<file path="config.mk">
export PLATFORM = sky130hd
export DESIGN_NAME = obt_front_flat
export DESIGN_NICKNAME = d
export VERILOG_FILES = /design/src/obt_pkg.sv /design/src/obt_if.sv /design/src/obt_front.sv /design/src/flat_wrapper.sv
export SDC_FILE = /design/constraint.sdc
export NUM_CORES = 1
export LEC_CHECK = 0
export BUFFER_PORTS_ARGS = -buffer_cell sky130_fd_sc_hd__buf_2
export CAP_MARGIN = 15
export CORE_ASPECT_RATIO = 1.4
export CORE_MARGIN = 4
export CORE_UTILIZATION = 45
export CTS_BUF_LIST = sky130_fd_sc_hd__clkbuf_4
export DETAILED_ROUTE_END_ITERATION = 8
export GPL_TIMING_DRIVEN = 0
export HOLD_SLACK_MARGIN = 0.08
export PLACE_DENSITY = 0.7
export SLEW_MARGIN = 20
export SYNTH_ARGS = -nofsm -noshare
export SYNTH_HDL_FRONTEND = slang
export SYNTH_SLANG_ARGS = --single-unit
</file>
<file path="constraint.sdc">
create_clock -name i_clk -period 7.3 [get_ports i_clk]
set_input_delay 0.73 -clock i_clk [delete_from_list [all_inputs] [get_ports i_clk]]
set_output_delay 0.73 -clock i_clk [all_outputs]
set_load 0.02 [all_outputs]
</file>
<file path="src/obt_pkg.sv">
// ----------------------------------------------------------------------------
// obt_pkg
// types, constants and helpers of the order book table
// ----------------------------------------------------------------------------
package obt_pkg;

    localparam int TABLE_ENTRIES = 64;
    localparam int IDX_W         = $clog2(TABLE_ENTRIES);
    localparam int QUEUE_DEPTH   = 2;
    localparam int QPTR_W        = (QUEUE_DEPTH > 1) ? $clog2(QUEUE_DEPTH) : 1;
    localparam int QCNT_W        = $clog2(QUEUE_DEPTH + 1);

    localparam logic [1:0] REQ_ADD    = 2'd0;
    localparam logic [1:0] REQ_REMOVE = 2'd1;
    localparam logic [1:0] REQ_MODIFY = 2'd2;

    typedef enum logic [1:0] {
        OP_ADD,
        OP_REMOVE,
        OP_MODIFY,
        OP_NOP
    } t_op;

    typedef enum logic [2:0] {
        STS_OK       = 3'd0,
        STS_DUP      = 3'd1,
        STS_ABSENT   = 3'd2,
        STS_MISMATCH = 3'd3,
        STS_FULL     = 3'd4
    } t_status;

    typedef enum logic [1:0] {
        BK_IDLE,
        BK_SCAN,
        BK_RESP
    } t_bk_state;

    typedef struct packed {
        t_op         op;
        logic [31:0] order_id;
        logic        side_sell;
        logic [31:0] quantity;
        logic [31:0] price_ticks;
    } t_cmd;

    typedef struct packed {
        logic [31:0] order_id;
        logic        side_sell;
        logic [31:0] quantity;
        logic [31:0] price_ticks;
    } t_entry;

    typedef struct packed {
        logic        accepted;
        t_status     status;
        logic [31:0] duplicate_count;
        logic [31:0] invalid_count;
    } t_rsp;

    function automatic logic [31:0] sat_inc(input logic [31:0] v);
        return (v == 32'hFFFF_FFFF) ? v : v + 32'd1;
    endfunction

endpackage

</file>
<file path="src/obt_if.sv">
// ----------------------------------------------------------------------------
// obt_if
// request and response channels of the order book table
// ----------------------------------------------------------------------------
interface obt_req_if;
    logic        valid;
    logic        ready;
    logic [1:0]  req_type;
    logic [31:0] order_id;
    logic        side_sell;
    logic [31:0] quantity;
    logic [31:0] price_ticks;

    modport source (
        output valid, req_type, order_id, side_sell, quantity, price_ticks,
        input  ready
    );
    modport sink (
        input  valid, req_type, order_id, side_sell, quantity, price_ticks,
        output ready
    );
endinterface


</file>
<file path="src/obt_front.sv">
// ----------------------------------------------------------------------------
// obt_front
// accepts request words, decodes the request type and queues commands
// ----------------------------------------------------------------------------
module obt_front (
    input  logic          i_clk,
    input  logic          i_rst_n,
    obt_req_if.sink       i_req,
    output obt_pkg::t_cmd o_cmd,
    output logic          o_cmd_valid,
    input  logic          i_cmd_pop
);

    obt_pkg::t_cmd                  r_q [obt_pkg::QUEUE_DEPTH];
    logic [obt_pkg::QPTR_W-1:0]     r_wr_ptr, n_wr_ptr;
    logic [obt_pkg::QPTR_W-1:0]     r_rd_ptr, n_rd_ptr;
    logic [obt_pkg::QCNT_W-1:0]     r_count, n_count;
    obt_pkg::t_cmd                  w_cmd;
    logic                           w_push;
    logic                           w_pop;

    // request type decode
    always_comb begin
        w_cmd.order_id    = i_req.order_id;
        w_cmd.side_sell   = i_req.side_sell;
        w_cmd.quantity    = i_req.quantity;
        w_cmd.price_ticks = i_req.price_ticks;
        unique case (i_req.req_type)
            obt_pkg::REQ_ADD:    w_cmd.op = obt_pkg::OP_ADD;
            obt_pkg::REQ_REMOVE: w_cmd.op = obt_pkg::OP_REMOVE;
            obt_pkg::REQ_MODIFY: w_cmd.op = obt_pkg::OP_MODIFY;
            default:             w_cmd.op = obt_pkg::OP_NOP;
        endcase
    end

    assign i_req.ready = (r_count != obt_pkg::QCNT_W'(obt_pkg::QUEUE_DEPTH));
    assign w_push      = i_req.valid && i_req.ready;
    assign o_cmd_valid = (r_count != '0);
    assign w_pop       = i_cmd_pop && o_cmd_valid;
    assign o_cmd       = r_q[r_rd_ptr];

    always_comb begin
        n_wr_ptr = r_wr_ptr;
        n_rd_ptr = r_rd_ptr;
        n_count  = r_count;
        if (w_push) begin
            n_wr_ptr = (r_wr_ptr == obt_pkg::QPTR_W'(obt_pkg::QUEUE_DEPTH - 1)) ?
                       '0 : r_wr_ptr + 1'b1;
        end
        if (w_pop) begin
            n_rd_ptr = (r_rd_ptr == obt_pkg::QPTR_W'(obt_pkg::QUEUE_DEPTH - 1)) ?
                       '0 : r_rd_ptr + 1'b1;
        end
        if (w_push && !w_pop) begin
            n_count = r_count + 1'b1;
        end else if (w_pop && !w_push) begin
            n_count = r_count - 1'b1;
        end
    end

    always_ff @(posedge i_clk) begin
        if (!i_rst_n) begin
            r_wr_ptr <= '0;
            r_rd_ptr <= '0;
            r_count  <= '0;
        end else begin
            r_wr_ptr <= n_wr_ptr;
            r_rd_ptr <= n_rd_ptr;
            r_count  <= n_count;
        end
    end

    always_ff @(posedge i_clk) begin
        if (w_push) begin
            r_q[r_wr_ptr] <= w_cmd;
        end
    end

endmodule

</file>
<file path="src/flat_wrapper.sv">
// flat-port wrapper written by rule: the top's interface ports become plain ports
module obt_front_flat 
  (i_clk, i_rst_n, o_cmd, o_cmd_valid, i_cmd_pop, i_req_valid, i_req_req_type, i_req_order_id, i_req_side_sell, i_req_quantity, i_req_price_ticks, i_req_ready);
  obt_req_if i_req_i ();
  input  logic i_clk;
  input  logic i_rst_n;
  output obt_pkg::t_cmd o_cmd;
  output logic o_cmd_valid;
  input  logic i_cmd_pop;
  input wire logic [$bits(i_req_i.valid)-1:0] i_req_valid;
  input wire logic [$bits(i_req_i.req_type)-1:0] i_req_req_type;
  input wire logic [$bits(i_req_i.order_id)-1:0] i_req_order_id;
  input wire logic [$bits(i_req_i.side_sell)-1:0] i_req_side_sell;
  input wire logic [$bits(i_req_i.quantity)-1:0] i_req_quantity;
  input wire logic [$bits(i_req_i.price_ticks)-1:0] i_req_price_ticks;
  output wire logic [$bits(i_req_i.ready)-1:0] i_req_ready;
  assign i_req_i.valid = i_req_valid;
  assign i_req_i.req_type = i_req_req_type;
  assign i_req_i.order_id = i_req_order_id;
  assign i_req_i.side_sell = i_req_side_sell;
  assign i_req_i.quantity = i_req_quantity;
  assign i_req_i.price_ticks = i_req_price_ticks;
  assign i_req_ready = i_req_i.ready;
  obt_front u_core (.i_clk(i_clk), .i_rst_n(i_rst_n), .i_req(i_req_i), .o_cmd(o_cmd), .o_cmd_valid(o_cmd_valid), .i_cmd_pop(i_cmd_pop));
endmodule
</file>
==> tab_implementation.tex <==
\begin{tabular}{lr}
\hline
Metric & Value \\
\hline
\multicolumn{2}{l}{\textbf{Drt}} \\
Routed via count divided by cell count & 4.79 \\
First-pass detailed-route iteration total & 4 \\
Routed via count & 3,943 \\
Uppermost layer routed & met5 \\
Total DRC errors in the routed layout & 0 \\
Metal2 WL & 7.87 mm \\
Post-route met1 wirelength & 4.59 mm \\
Post-route antenna net violation count & 0 \\
Routed wire length on met3 & 1.27 mm \\
Routed WL per cell & 17.3 µm \\
Sum of routed wire length over all layers & 14.2 mm \\
Violation count after the first detailed-route iteration & 162 \\
\multicolumn{2}{l}{\textbf{Die}} \\
Number of placed I/O pins & 204 \\
Core area & 16,200 µm² \\
Initial Util & 45.9\% \\
Die X-Extent & 117 µm \\
Vertical extent of the die & 160 µm \\
Die outline area & 18,600 µm² \\
Standard-cell row count & 55 \\
\multicolumn{2}{l}{\textbf{Timing}} \\
Count of endpoints failing setup in the final report & 0 \\
Unrepaired setup endpoints after global routing & no \\
Slew headroom & 72.5\% \\
Worst clock skew & 0.0274 ns \\
Aggregate negative setup slack & 0 ns \\
F\_max & 381 MHz \\
Hold violation total from the final report & 0 \\
Worst-margin pin slew & 0.413 ns \\
Final Critical Period & 2.62 ns \\
Pins over their slew limit & 0 \\
Crit share post-route & 35.9\% \\
\multicolumn{2}{l}{\textbf{Run status}} \\
Run status & completed \\
\multicolumn{2}{l}{\textbf{Clocking}} \\
Count of hold buffers inserted by post-cts repair & 0 \\
Total clock buffers created by CTS & 48 \\
Number of instances resized during post-cts repair & 0 \\
Setup Buffers After CTS & 0 \\
CTS clk-pin slew, worst paths & 0.06 ns \\
Later-pin clock latency in the skew report & 0.59 ns \\
Number of sinks driven by the clock tree & 203 \\
Buffer cell driving the clock tree root & sky130\_fd\_sc\_hd\_\_clkbuf\_4 \\
Clock tree from TritonCTS & yes \\
Buffer levels on the longest clock path & 3 \\
Level count of the clock H-tree & 2 \\
\multicolumn{2}{l}{\textbf{Final layout}} \\
Total number of nets in the final design & 692 \\
Fraction of layout instances using a drive strength above 1 & 63.4\% \\
Relative area change from synthesis to final layout & 26.1\% \\
Area of all placed cells without fillers & 9360 µm² \\
Post-route core utilization & 57.9\% \\
Layout filler cell count & 1,272 \\
\multicolumn{2}{l}{\textbf{Synth}} \\
Number of storage elements in the synthesis netlist & 203 \\
Cell types occupying the most area after synthesis & sky130\_fd\_sc\_hd\_\_edfxtp\_1 (80\%), sky130\_fd\_sc\_hd\_\_mux2\_2 (14\%), sky130\_fd\_sc\_hd\_\_mux2\_4 (2.0\%) \\
Mean instance size in the synthesized netlist & 22.2 µm² \\
Top cell type's share of synthesized area & 80.1\% \\
Number of unique standard cell types used by synthesis & 22 \\
Netlist Area Pre-Place & 7420 µm² \\
Largest area contributor in the synthesized netlist & sky130\_fd\_sc\_hd\_\_edfxtp\_1 \\
Sequential share of the synthesized area & 81.5\% \\
Number of warning messages in the yosys log & 0 \\
Top-count cell post-synth & sky130\_fd\_sc\_hd\_\_edfxtp\_1 \\
Net count after synthesis & 438 \\
Gate Count Post-Synth & 334 \\
Most common library cells after synthesis & sky130\_fd\_sc\_hd\_\_edfxtp\_1 (198), sky130\_fd\_sc\_hd\_\_mux2\_2 (89), sky130\_fd\_sc\_hd\_\_mux2\_4 (10) \\
Number of enable-type register cells in the synthesized netlist & 198 \\
Fraction of registers with async set/reset & 0\% \\
Ys flop type & sky130\_fd\_sc\_hd\_\_edfxtp\_1 \\
\multicolumn{2}{l}{\textbf{Worst setup path}} \\
Critical path capture point type & output pin \\
Type of the worst setup path & reg -> out \\
Arrival time at the worst endpoint & 1.89 ns \\
Req. time, crit path & 6.57 ns \\
Reg2reg path depth & 4 \\
Startpoint type of the worst setup path & register \\
Worst-path fanout max & 10 \\
\multicolumn{2}{l}{\textbf{Job}} \\
Number of max-capacitance violations reported & 0 \\
\multicolumn{2}{l}{\textbf{Hold path}} \\
WHS Path Cells & 1 \\
Worst Hold Class & in -> reg \\
\multicolumn{2}{l}{\textbf{Power}} \\
Total power density per cell area & 350 nW/µm² \\
Maximum vdd drop & 0.000179 V \\
Lkg Pwr & 3.59 nW \\
\multicolumn{2}{l}{\textbf{Global route}} \\
Initial antenna violation count & 3 \\
First-pass GRT wire length & 21.8 mm \\
Gr usage total & 15.0\% \\
Remaining global-route overflow & 0 \\
Largest net degree at the start of global routing & 62 \\
Via count of the first global-routing pass & 4,486 \\
\multicolumn{2}{l}{\textbf{Placed design}} \\
Port Buffer Count & 201 \\
Detailed Place HPWL & 9.75 mm \\
Placed Instance Area & 8760 µm² \\
Placer congestion estimate & 0.697 \\
\hline
\end{tabular}
[power by group]
group | total (mW) | internal, mW | switching [mW]
Clock | 0.854 | 0.455 | 0.399
Sequential | 1.49 | 1.45 | 0.0367
Combinational | 0.930 | 0.385 | 0.545
Total | 3.28 | 2.29 | 0.982
[path summary, 6_finish.rpt]
kind	from	to	slack, ns
max	register	o_cmd[67]	4.68
min	i_req_price_ticks[28]	u_core.r_q[1][28]	0.32
max reg2reg	u_core.r_count[0]	u_core.r_q[0][96]	5.39
min reg2reg	u_core.r_count[1]	u_core.r_count[1]	0.57
[critical path: stages (launching register included)]
cell	delay [ns]
sky130_fd_sc_hd__dfxtp_1	0.32
sky130_fd_sc_hd__buf_6	0.15
sky130_fd_sc_hd__buf_6	0.17
sky130_fd_sc_hd__buf_6	0.19
sky130_fd_sc_hd__mux2_4	0.31
sky130_fd_sc_hd__buf_2	0.16
[logic make-up (layout without fill, tap and decap cells)]
group / after synthesis / after routing / synth area share, %
other cells: 0 / 1 / 0
fa+ha+maj: 1 / 1 / 0.169
simple gates: 9 / 9 / 0.877
mux: 99 / 99 / 15.5
flops: 203 / 203 / 81.5
buf+inv: 14 / 303 / 1.15
compound gates: 5 / 5 / 0.472
xor+xnor: 3 / 3 / 0.354
[cell type report]
class / count / area (µm²) / area share (%)
Timing Repair Buffer: 204 / 1080 / 11.6
Buffer: 13 / 81.3 / 0.869
Clock inverter: 12 / 46.3 / 0.495
Multi-Input combinational cell: 117 / 1300 / 13.9
Sequential cell: 203 / 6050 / 64.6
Antenna cell: 1 / 2.50 / 0.0267
Inverter: 1 / 8.76 / 0.0936
Clock buffer: 73 / 548 / 5.86
Tap cell: 199 / 249 / 2.66
[metrics by stage]
step           instances  hold slack (ns)  total power [mW]  setup slack [ns]
2_1_floorplan        334            0.512              2.16              3.76
3_3_place_gp         734            0.525              2.45              2.45
3_5_place_dp         737            0.572              2.47              5.16
4_1_cts              822            0.261              3.33              4.57
5_1_grt              823            0.246              3.46              4.53
6_report             823            0.324              3.28              4.68
[placed cells by master, fill, tap and decap left out, types with 2 or more instances in the layout]
master                       n
sky130_fd_sc_hd__and2_1      4
sky130_fd_sc_hd__buf_16      2
sky130_fd_sc_hd__buf_2     209
sky130_fd_sc_hd__buf_6       3
sky130_fd_sc_hd__clkbuf_1    2
sky130_fd_sc_hd__clkbuf_4   73
sky130_fd_sc_hd__clkinv_1    9
sky130_fd_sc_hd__dfxtp_1     5
sky130_fd_sc_hd__edfxtp_1  198
sky130_fd_sc_hd__inv_2       2
sky130_fd_sc_hd__mux2_2     89
sky130_fd_sc_hd__mux2_4     10
sky130_fd_sc_hd__xnor2_1     2
[sequential cells by signal (all words and copies together), names as in the netlist, named ones only]
register         flops
u_core.r_wr_ptr      1
u_core.r_rd_ptr      1
u_core.r_count       2
u_core.r_q         198
[layer usage]
| metal | vias to the layer above | GRT usage [%] |
|---|---|---|
| li1 | 1862 | - |
| met1 | 1885 | 14.3 |
| met2 | 155 | 27.9 |
| met3 | 37 | 5.31 |
| met4 | 4 | 6.94 |
| met5 | - | 0 |
No activity file was read; power rests on OpenSTA's default activity.
